File: src/rtl/core/kwm_pkg.sv
// kwm_pkg: shared types and constants of the k-way sorted run merger.
// No dependencies; imported by every file of the block.
package kwm_pkg;

  localparam int unsigned ValW   = 64;  // element width
  localparam int unsigned RunW   = 4;   // run number field width
  localparam int unsigned CntW   = 5;   // run_count register width
  localparam int unsigned TdataW = 72;  // {run, value} packed, padded to bytes

  localparam logic [CntW-1:0] RunCountRst = 5'd16;

  // Comparison token travelling down the cell row
  typedef struct packed {
    logic            vld;  // token present in this stage
    logic            any;  // some active head seen so far
    logic            rdy;  // no active run seen waiting for a refill
    logic [ValW-1:0] val;  // smallest head so far
  } tok_t;

  // Per-cell control from the sequencer
  typedef struct packed {
    logic active;  // run index below the run count
    logic ld;      // incoming word addresses this run
    logic clr;     // this head is being emitted
  } cell_ctl_t;

  // Per-cell status back to the sequencer
  typedef struct packed {
    logic last;  // held head is the run's final element
    logic exh;   // run has delivered its final element
  } cell_sts_t;

endpackage

File: src/rtl/core/k_way_sorted_run_merger_core.sv
// k_way_sorted_run_merger_core: top level, sequencer, output register.
// Depends on kwm_pkg and kwm_cell.
//
//  channel    | dir | handshake                   | payload
//  -----------+-----+-----------------------------+------------------------------------
//  s_axis     | in  | s_axis_tvalid/s_axis_tready | run_index, element_value; tlast
//  m_axis     | out | m_axis_tvalid/m_axis_tready | merged_value, source_run; tlast
//  run_count  | in  | run_count_we_i              | run_count (5 bits)
//
// Sequence: a word is taken, then a compare token walks the cell row, one cell
//   per cycle, and a decide step follows the scan. When the emitted head was
//   its run's last, a further scan is started to look for the next emission.
// Stalls: the result sits in an output register; a scan that finishes while
//   it is still unread waits in the decide step. s_axis_tready is high only
//   between scans.
// Reset: asynchronous, clears all head flags; run_count returns to 16.
module k_way_sorted_run_merger_core #(
  parameter int unsigned MAX_RUNS = 16
) (
  input  logic        clk_i,
  input  logic        rst_ni,
  // run_count register
  input  logic        run_count_we_i,
  input  logic [kwm_pkg::CntW-1:0] run_count_wdata_i,
  // input words
  input  logic        s_axis_tvalid,
  output logic        s_axis_tready,
  input  logic [kwm_pkg::TdataW-1:0] s_axis_tdata,  // [3:0] run_index, [67:4] element_value
  input  logic        s_axis_tlast,                  // last_in_run
  // merged words
  output logic        m_axis_tvalid,
  input  logic        m_axis_tready,
  output logic [kwm_pkg::TdataW-1:0] m_axis_tdata,  // [63:0] merged_value, [67:64] source_run
  output logic        m_axis_tlast                   // final_element
);
  import kwm_pkg::*;

  localparam int unsigned IdxW = $clog2(MAX_RUNS);

  typedef enum logic [2:0] {
    ST_IDLE   = 3'b001,
    ST_SWEEP  = 3'b010,
    ST_DECIDE = 3'b100
  } state_e;

  state_e state_q, state_d;

  logic [CntW-1:0] run_count_q;
  logic            start_q, start_d;
  logic            in_acc;
  logic            out_free;
  logic            emit;

  // captured scan result
  tok_t            res_q;
  logic [IdxW-1:0] res_idx_q;

  // output register
  logic            m_vld_q, m_vld_d;
  logic [ValW-1:0] m_val_q;
  logic [RunW-1:0] m_run_q;
  logic            m_last_q;

  // cell row wiring
  tok_t            tok_w [MAX_RUNS+1];
  logic [IdxW-1:0] idx_w [MAX_RUNS+1];
  cell_ctl_t       ctl   [MAX_RUNS];
  cell_sts_t       sts   [MAX_RUNS];
  logic [MAX_RUNS-1:0] exh_after;
  logic [MAX_RUNS-1:0] act_vec;
  logic            best_last;
  logic            all_done;

  logic [RunW-1:0] in_run;
  logic [ValW-1:0] in_val;

  assign in_run = s_axis_tdata[RunW-1:0];
  assign in_val = s_axis_tdata[RunW +: ValW];

  assign s_axis_tready = (state_q == ST_IDLE);
  assign in_acc        = s_axis_tvalid && s_axis_tready;
  assign out_free      = !m_vld_q || m_axis_tready;

  // configuration
  always_ff @(posedge clk_i or negedge rst_ni) begin
    if (!rst_ni) begin
      run_count_q <= RunCountRst;
    end else if (run_count_we_i) begin
      run_count_q <= run_count_wdata_i;
    end
  end

  // token injected at the head of the row: nothing seen yet
  assign tok_w[0].vld = start_q;
  assign tok_w[0].any = 1'b0;
  assign tok_w[0].rdy = 1'b1;
  assign tok_w[0].val = '0;
  assign idx_w[0]     = '0;

  for (genvar k = 0; k < MAX_RUNS; k++) begin : g_cell
    // run_count never exceeds 31, so this also caps the count at MAX_RUNS
    assign act_vec[k]    = (int'(run_count_q) > k);
    assign ctl[k].active = act_vec[k];
    assign ctl[k].ld     = in_acc && (int'(in_run) == k);
    assign ctl[k].clr    = emit && (int'(res_idx_q) == k);

    kwm_cell #(
      .IdxW (IdxW)
    ) u_cell (
      .clk_i      (clk_i),
      .rst_ni     (rst_ni),
      .ctl_i      (ctl[k]),
      .ld_value_i (in_val),
      .ld_last_i  (s_axis_tlast),
      .cell_id_i  (IdxW'(k)),
      .tok_i      (tok_w[k]),
      .tok_idx_i  (idx_w[k]),
      .tok_o      (tok_w[k+1]),
      .tok_idx_o  (idx_w[k+1]),
      .sts_o      (sts[k])
    );

    // exhaustion as it stands once the chosen head has left
    assign exh_after[k] = sts[k].exh || ((int'(res_idx_q) == k) && sts[k].last);
  end

  assign best_last = sts[res_idx_q].last;
  assign all_done  = &(exh_after | ~act_vec);

  // emit in the decide step when every active run is held or exhausted, a head exists and the output is free
  assign emit = (state_q == ST_DECIDE) && res_q.rdy && res_q.any && out_free;

  always_comb begin
    state_d = state_q;
    start_d = 1'b0;
    case (state_q)
      ST_IDLE: begin
        if (in_acc) begin
          state_d = ST_SWEEP;
          start_d = 1'b1;
        end
      end
      ST_SWEEP: begin
        if (tok_w[MAX_RUNS].vld) begin
          state_d = ST_DECIDE;
        end
      end
      ST_DECIDE: begin
        if (!(res_q.rdy && res_q.any)) begin
          state_d = ST_IDLE;
        end else if (out_free) begin
          // a run just ran dry: the others may still be ready, scan again
          if (best_last) begin
            state_d = ST_SWEEP;
            start_d = 1'b1;
          end else begin
            state_d = ST_IDLE;
          end
        end
      end
      default: begin
        state_d = ST_IDLE;
      end
    endcase
  end

  always_ff @(posedge clk_i or negedge rst_ni) begin
    if (!rst_ni) begin
      state_q <= ST_IDLE;
      start_q <= 1'b0;
    end else begin
      state_q <= state_d;
      start_q <= start_d;
    end
  end

  always_ff @(posedge clk_i) begin
    if (state_q == ST_SWEEP && tok_w[MAX_RUNS].vld) begin
      res_q     <= tok_w[MAX_RUNS];
      res_idx_q <= idx_w[MAX_RUNS];
    end
  end

  // output register
  always_comb begin
    m_vld_d = m_vld_q;
    if (emit) begin
      m_vld_d = 1'b1;
    end else if (m_axis_tready) begin
      m_vld_d = 1'b0;
    end
  end

  always_ff @(posedge clk_i or negedge rst_ni) begin
    if (!rst_ni) begin
      m_vld_q <= 1'b0;
    end else begin
      m_vld_q <= m_vld_d;
    end
  end

  always_ff @(posedge clk_i) begin
    if (emit) begin
      m_val_q  <= res_q.val;
      m_run_q  <= RunW'(res_idx_q);
      m_last_q <= all_done;
    end
  end

  assign m_axis_tvalid = m_vld_q;
  assign m_axis_tdata  = {{(TdataW - ValW - RunW){1'b0}}, m_run_q, m_val_q};
  assign m_axis_tlast  = m_last_q;

endmodule

File: src/rtl/core/kwm_cell.sv
// kwm_cell: one run's head register plus one stage of the compare chain.
// Depends on kwm_pkg.
module kwm_cell #(
  parameter int unsigned IdxW = 4
) (
  input  logic              clk_i,
  input  logic              rst_ni,
  input  kwm_pkg::cell_ctl_t ctl_i,
  input  logic [kwm_pkg::ValW-1:0] ld_value_i,
  input  logic              ld_last_i,
  input  logic [IdxW-1:0]   cell_id_i,
  input  kwm_pkg::tok_t     tok_i,
  input  logic [IdxW-1:0]   tok_idx_i,
  output kwm_pkg::tok_t     tok_o,
  output logic [IdxW-1:0]   tok_idx_o,
  output kwm_pkg::cell_sts_t sts_o
);
  import kwm_pkg::*;

  logic [ValW-1:0] value_q;
  logic            present_q, last_q, exh_q;
  tok_t            tok_d, tok_q;
  logic [IdxW-1:0] idx_d, idx_q;
  logic            take;
  logic            load;

  assign load = ctl_i.ld && ctl_i.active && !present_q && !exh_q;

  always_ff @(posedge clk_i or negedge rst_ni) begin
    if (!rst_ni) begin
      present_q <= 1'b0;
      last_q    <= 1'b0;
      exh_q     <= 1'b0;
    end else if (load) begin
      present_q <= 1'b1;
      last_q    <= ld_last_i;
    end else if (ctl_i.clr) begin
      present_q <= 1'b0;
      if (last_q) begin
        exh_q  <= 1'b1;
        last_q <= 1'b0;
      end
    end
  end

  always_ff @(posedge clk_i) begin
    if (load) begin
      value_q <= ld_value_i;
    end
  end

  // strict less-than keeps ties with the lower run upstream
  assign take = !tok_i.any || (value_q < tok_i.val);

  always_comb begin
    tok_d = tok_i;
    idx_d = tok_idx_i;
    if (ctl_i.active && present_q) begin
      tok_d.any = 1'b1;
      if (take) begin
        tok_d.val = value_q;
        idx_d     = cell_id_i;
      end
    end else if (ctl_i.active && !exh_q) begin
      tok_d.rdy = 1'b0;
    end
  end

  always_ff @(posedge clk_i or negedge rst_ni) begin
    if (!rst_ni) begin
      tok_q <= '0;
    end else begin
      tok_q <= tok_d;
    end
  end

  always_ff @(posedge clk_i) begin
    idx_q <= idx_d;
  end

  assign tok_o      = tok_q;
  assign tok_idx_o  = idx_q;
  assign sts_o.last = last_q;
  assign sts_o.exh  = exh_q;

endmodule

File: config.mk
export PLATFORM = sky130hd
export DESIGN_NAME = k_way_sorted_run_merger_core
export DESIGN_NICKNAME = d
export VERILOG_FILES = /design/src/rtl/core/kwm_pkg.sv /design/src/rtl/core/k_way_sorted_run_merger_core.sv /design/src/rtl/core/kwm_cell.sv
export SDC_FILE = /design/constraint.sdc
export NUM_CORES = 2
export LEC_CHECK = 0
export BUFFER_PORTS_ARGS = -buffer_cell sky130_fd_sc_hd__buf_2
export CORE_ASPECT_RATIO = 1.2
export CORE_MARGIN = 8
export CORE_UTILIZATION = 60
export DETAILED_ROUTE_END_ITERATION = 12
export PLACE_DENSITY = 0.82
export SLEW_MARGIN = 30
export SYNTH_ARGS = -nofsm -noshare
export SYNTH_HDL_FRONTEND = slang
export SYNTH_SLANG_ARGS = --single-unit
File: constraint.sdc
create_clock -name clk_i -period 16.4 [get_ports clk_i]
set_clock_uncertainty 0.1 [all_clocks]
set_input_delay 0.82 -clock clk_i [delete_from_list [all_inputs] [get_ports clk_i]]
set_output_delay 0.82 -clock clk_i [all_outputs]
set_load 0.01 [all_outputs]
**After elaboration in Yosys (flattened, before gate mapping)**

Cells that the tools add are included.

- $lt $le $gt $ge: 32
- Equality and inequality tests: 36
- Mux-type cells: 172
- Bitwise operators: 19
- Reduce and logical (&&, ||, !) cells: 251

Operators by type and width:

| cell | number |
|---|---|
| 64-bit two-way mux | 31 |
| 64-bit less-than comparator | 15 |
| 1-bit logical AND | 134 |
| 4-bit two-way mux | 28 |
| 1-bit two-way mux | 103 |
| 4-bit == test (second input constant) | 16 |
| 3-bit AND reduction | 17 |
| 1-bit logical NOT | 48 |
| 5-bit by 4-bit > comparator with 1-bit output (second input constant) | 8 |
| 2-bit nonzero test | 17 |
| 4-bit by 3-bit == test with 1-bit output (second input constant) | 8 |
| 1-bit logical OR | 32 |
| 5-bit by 3-bit > comparator with 1-bit output (second input constant) | 4 |
| 4-bit by 2-bit == test with 1-bit output (second input constant) | 4 |
| 1-bit inverter | 16 |
| 16-bit inverter | 1 |
| 16-bit OR | 1 |
| 16-bit AND reduction | 1 |
| 3-bit two-way mux | 4 |
| 5-bit by 1-bit > comparator with 1-bit output (second input constant) | 2 |
| 5-bit by 2-bit > comparator with 1-bit output (second input constant) | 2 |
| 3-bit case mux with 3 select lines | 1 |
| 2-bit binary-select mux with 4-bit select | 1 |
| 4-bit by 1-bit == test with 1-bit output (second input constant) | 2 |
| 10 further kinds | 14 |

- Flip-flop bits (word level): 2353
- Input bits: 83

**Depth between registers and ports, before layout**

- Depth in word-level cells: 8
- Gate-level depth with buffers: 13
- Depth with buffers taken out: 10

**By module**

Synthesis repeated with hierarchy kept, for this count alone.

- Cells, all modules: 7577
- Area total of the unflattened synthesis: 106323.2 um^2

By module, submodules not included:

| module | times used | cells an instance | area each (um^2) | seq. area each (um^2) |
|---|---|---|---|---|
| kwm_cell at g_cell[0].u_cell ... | 15 | 454 | 6306.0 | 3753.6 |
| kwm_cell at g_cell[3].u_cell | 1 | 455 | 6324.8 | 3753.6 |
| k_way_sorted_run_merger_core | 1 | 312 | 5407.7 | 4426.7 |

**Worst setup path before layout**

No wires, ideal clock.

- Path type: register -> register
- Start: register state_q[0]
- End: register g_cell[15].u_cell.last_q
- Library setup time: 423 ps
- Arrival time: 8154 ps
- Required time: 15877 ps
- Path slack: 7723 ps
- Cell stages (with the launch flop): 6
- Clock period less this slack: 8677 ps
- Cells stage by stage: dfstp_2 > nor3b_1 > and2_1 > nand3_1 > nor4_1 > o21ai_0

- Word-level cells in the longest chain between the ends: 7
- Elaborated cells on any way between the ends: 13
- Classes of those cells: eq/ne (2); mux (1); reduce/logical (10)

Ends and longest elaborated chain:

| what | RTL line | text |
|---|---|---|
| start, declared | k_way_sorted_run_merger_core.sv:46 | `state_e state_q, state_d;` |
| start signal, assigned | k_way_sorted_run_merger_core.sv:172 | `state_q <= state_d;` |
| 3-bit by 1-bit == test with 1-bit output (*) | k_way_sorted_run_merger_core.sv:80 | `assign s_axis_tready = (state_q == ST_IDLE);` |
| named net s_axis_tready | k_way_sorted_run_merger_core.sv:27 | `output logic s_axis_tready,` |
| 1-bit logical AND (*) | k_way_sorted_run_merger_core.sv:81 | `assign in_acc = s_axis_tvalid && s_axis_tready;` |
| 1-bit logical AND (*) | k_way_sorted_run_merger_core.sv:104 | `assign ctl[k].ld = in_acc && (int'(in_run) == k);` |
| 1-bit logical AND (*) (3 in a row) | kwm_cell.sv:27 | `assign load = ctl_i.ld && ctl_i.active && !present_q && !exh_q;` |
| named net g_cell[15].u_cell.load | kwm_cell.sv:25 | `logic load;` |
| 1-bit two-way mux / 2-bit nonzero test (equally long branches) | n/a |  |
| end signal, assigned | kwm_cell.sv:36 | `last_q <= ld_last_i;` |
| end, declared | kwm_cell.sv:21 | `logic present_q, last_q, exh_q;` |

The timed path passes the listed nets; every way through them passes the cells marked *.
A chain may end at the register's enable or synchronous reset.

==> parameters.txt <==
Parameter                              Value

Logic synthesis
  Post-Syn Area    105000 um^2
  Count of flip-flops with a built-in enable after synthesis    1163
  Leading cell types by total area after synthesis    edfxtp_1 (33%), dfrtp_1 (27%), ha_1 (11%)
  Part of the Yosys area used for sequential elements    60.9%
  Cell taking the most area after synthesis    edfxtp_1
  Distinct cell type count of the synthesized netlist    83
  Synth Flop Type    edfxtp_1
  Seq cells post-synth    2342
  Mean cell area of the mapped netlist    13.7 um^2
  Number of warnings reported in the yosys synthesis log    0
  Post-synth ARST share    48.2%
  Gate count after technology mapping    7714
  Area share of the largest cell type after synthesis    33.2%

Routing
  DRC violation count after routing    0
  Number of nets with antenna violations after detailed routing    0
  Total via count after detailed routing    60229
  Routed wire length per instance    19.7 um
  Vias per Instance    5.79
  Number of DRC violations after detailed-routing iteration 0    3127
  Drt first pass iters    5
  Final wirelength    205000 um

Worst hold path
  Worst Hold Endpoint    run_count_q[0]
  Startpoint of the tightest hold check path    run_count_wdata_i[0]
  Hold depth    2
  Worst min-delay path category    primary input to register

Clocking
  CTS tree    built
  PostCTS Resize Cnt    0
  Clock Root Buffer    clkbuf_16
  Clock latency on the worst-skew pair    0.85 ns
  Clock sink total    2342
  Number of H-tree levels    4
  Total clock buffers created by CTS    213
  Deepest clock path buffer count    3
  Clock transition at the registers of the reported paths    0.06 ns

Finish
  Commonest cells after routing, fill and taps aside    edfxtp_1 (1163), dfrtp_1 (1128), inv_1 (962), ha_1 (945), mux2_2 (686)
  Area growth, synth to finish    10.2%
  Most frequent standard cell in the layout excluding fill and tap cells    edfxtp_1
  Final-stage net count    8941
  Share of layout cells above drive strength 1    18.2%
  Post-layout utilization of the core    66.5%
  Cell Count, Final, Fillers Out    10408

Power and ir drop
  Net switching component of the power    5.67 mW
  Power per unit of standard cell area    163 nW/um^2
  Internal power    13.2 mW
  Fraction of power consumed by sequential logic    44.2%
  Leak    50.4 nW
  Max VDD drop    0.109 mV
  Sw Share    30.0%
  Clock Power Share    26.9%
  Relative contribution of combinational cells to total power    28.9%

Critical path
  Arrival time of the worst setup path    5.52 ns
  Element type at the critical path end    register
  Maximum fanout along the worst path    38
  Worst r2r src    run_count_q[4]
  Critical path data required time    17.07 ns
  Critical path class    register to register
  Reg-to-reg slack, setup    11.55 ns
  Count of cells along the worst register-to-register path    9
  Source of the critical timing path    run_count_q[4]
  Reg-to-reg critical path endpoint    g_cell[4].u_cell.tok_o[35]
  Setup crit start kind    register

STA
  Time the worst path needs with I/O delays and setup    4.85 ns
  Highest clock rate    206 MHz
  Max-slew headroom at the worst pin    32.9%
  Final number of hold-violating endpoints    0
  Number of setup violations in the final report    0
  Setup WS post-layout    11.55 ns
  Final TNS setup    0 ns
  Final worst-path cycle share    29.6%
  Max-slew violation total from the final report    0
  Pin slew with the least headroom to its limit    1.00 ns
  Unrepaired setup endpoints after global routing    false

Placed design
  Worst slack, placed    11.65 ns
  Routability congestion estimate    0.880
  Placed cells    9991
  Placed wire-length estimate    147000 um
  Count of buffers inserted at the top-level ports    149

Global route
  Maximum number of pins on one net before global-route repair    149
  Number of global-route vias before repair    64473
  Total routing usage reported by global routing    21.6%
  Residual overflow from global routing    0
  Wire length of the first global-routing pass    333000 um
  Antenna violations before repair    11

Die
  Height of the die    475 um
  Core Region    174000 um^2
  Rows    168
  Starting Density    60.4%
  Floorplan die area    189000 um^2
  Width of the chip    398 um
  Ports placed on the boundary    158

Outcome
  Result of the run    finished clean

Job
  Max Cap Viol    0
==> synth_stat cells, types with 7 or more instances <==
| cell type | instances |
|---|---|
| a211oi_1 | 47 |
| o2111ai_1 | 7 |
| nor4_1 | 15 |
| and3_1 | 23 |
| a21o_1 | 318 |
| nand4_1 | 238 |
| buf_2 | 81 |
| a22oi_1 | 129 |
| a21oi_1 | 266 |
| clkbuf_1 | 110 |
| mux2_2 | 686 |
| ha_1 | 945 |
| buf_6 | 19 |
| edfxtp_1 | 1163 |
| or3_1 | 16 |
| a2111oi_0 | 14 |
| buf_4 | 12 |
| and4_1 | 16 |
| dfrtp_1 | 1128 |
| a221oi_1 | 15 |
| o21ai_0 | 141 |
| or4_1 | 71 |
| or2_2 | 30 |
| a31oi_1 | 8 |
| nand2_1 | 225 |
| o21a_1 | 24 |
| nand2b_1 | 52 |
| mux2_4 | 125 |
| o211ai_1 | 140 |
| and2_1 | 78 |
| nor2b_1 | 45 |
| inv_1 | 964 |
| mux2_1 | 26 |
| nor3_1 | 49 |
| nand3_1 | 174 |
| a31o_2 | 14 |
| a311oi_1 | 11 |
| nor2_1 | 134 |
| dfxtp_1 | 49 |
==> power groups by stage <==
| stage | Combinational [mW] | Clock (mW) | Sequential, mW |
|---|---|---|---|
| after detailed placement | 5.34 | 0 | 8.44 |
| after CTS | 5.48 | 5.19 | 8.35 |
| after global routing | 6.14 | 5.45 | 8.50 |
| final | 5.47 | 5.09 | 8.36 |
| after floorplan | 4.18 | 0 | 8.16 |
| after global placement | 5.03 | 0 | 8.34 |
==> worst max path at each step <==
stage                                             end  slack, ns
after floorplan              g_cell[15].u_cell.last_q       7.72
final                      g_cell[4].u_cell.tok_o[35]      11.55
after global placement    g_cell[13].u_cell.tok_o[18]      11.51
after detailed placement  g_cell[13].u_cell.tok_o[18]      11.65
after global routing       g_cell[4].u_cell.tok_o[35]      11.30
after CTS                  g_cell[4].u_cell.tok_o[35]      11.67
==> flip-flops by register name (all words and copies together) (netlist names) <==
name / flops
state_q: 3
g_cell.u_cell.exh_q: 16
g_cell.u_cell.tok_o: 1072
g_cell.u_cell.tok_idx_o: 49
m_axis_tlast: 1
m_val_q: 64
start_q: 1
res_idx_q: 4
res_q: 66
m_axis_tvalid: 1
run_count_q: 5
m_run_q: 4
g_cell.u_cell.present_q: 16
g_cell.u_cell.value_q: 1024
g_cell.u_cell.last_q: 16
==> cell type report <==
cell class,instances,area [um^2]
Inverter,964,3620
Multi-Input combinational cell,4177,36600
Tap cell,2295,2870
Clock inverter,99,1240
Timing Repair Buffer,215,1340
Clock buffer,307,6170
Fill cell,11636,58400
Antenna cell,9,22.5
Sequential cell,2342,64200
==> through the flow <==
step | power, mW | area (um^2) | hold WS (ns)
floorplan | 12.3 | 105000 | 0.231
global route | 20.1 | 116000 | 0.0638
finish | 18.9 | 116000 | 0.106
CTS | 19.0 | 116000 | 0.0390
detailed placement | 13.8 | 109000 | 0.236
global placement | 13.4 | 109000 | 0.237
==> kinds of logic (layout without fill, tap and decap cells) <==
family | Yosys count | count (layout) | share of synthesized area [%]
other cells | 1 | 13 | 0.00356
buf+inv | 1198 | 1585 | 4.55
mux | 839 | 839 | 9.41
compound gates | 1209 | 1209 | 7.82
fa+ha+maj | 945 | 945 | 11.2
flops | 2342 | 2342 | 60.9
simple gates | 1180 | 1180 | 6.04
==> repair_timing <==
action | CTS | global route
buffers inserted | 0 | 0
hold endpoints to repair | 92 | 0
hold buffers | 1 | 0
==> critical path, stage by stage, from the launching register on <==
cell      delay (ns)
dfstp_2         0.71
or2_1           0.41
o21ai_0         0.42
a211oi_1        0.42
o31ai_1         0.22
a211oi_1        0.86
o211a_2         0.76
buf_4           0.51
nand4_1         0.19
nand3_1         0.15
==> layer usage <==
layer / track usage, % / part of all wire [%] / up-vias
li1: - / - / 28410
met1: 27.2 / 42 / 29852
met2: 38.0 / 50 / 1528
met3: 3.04 / 4.6 / 439
met4: 8.53 / 3.8 / 0
met5: 0 / 0 / -
No activity file was read; power rests on OpenSTA's default activity.
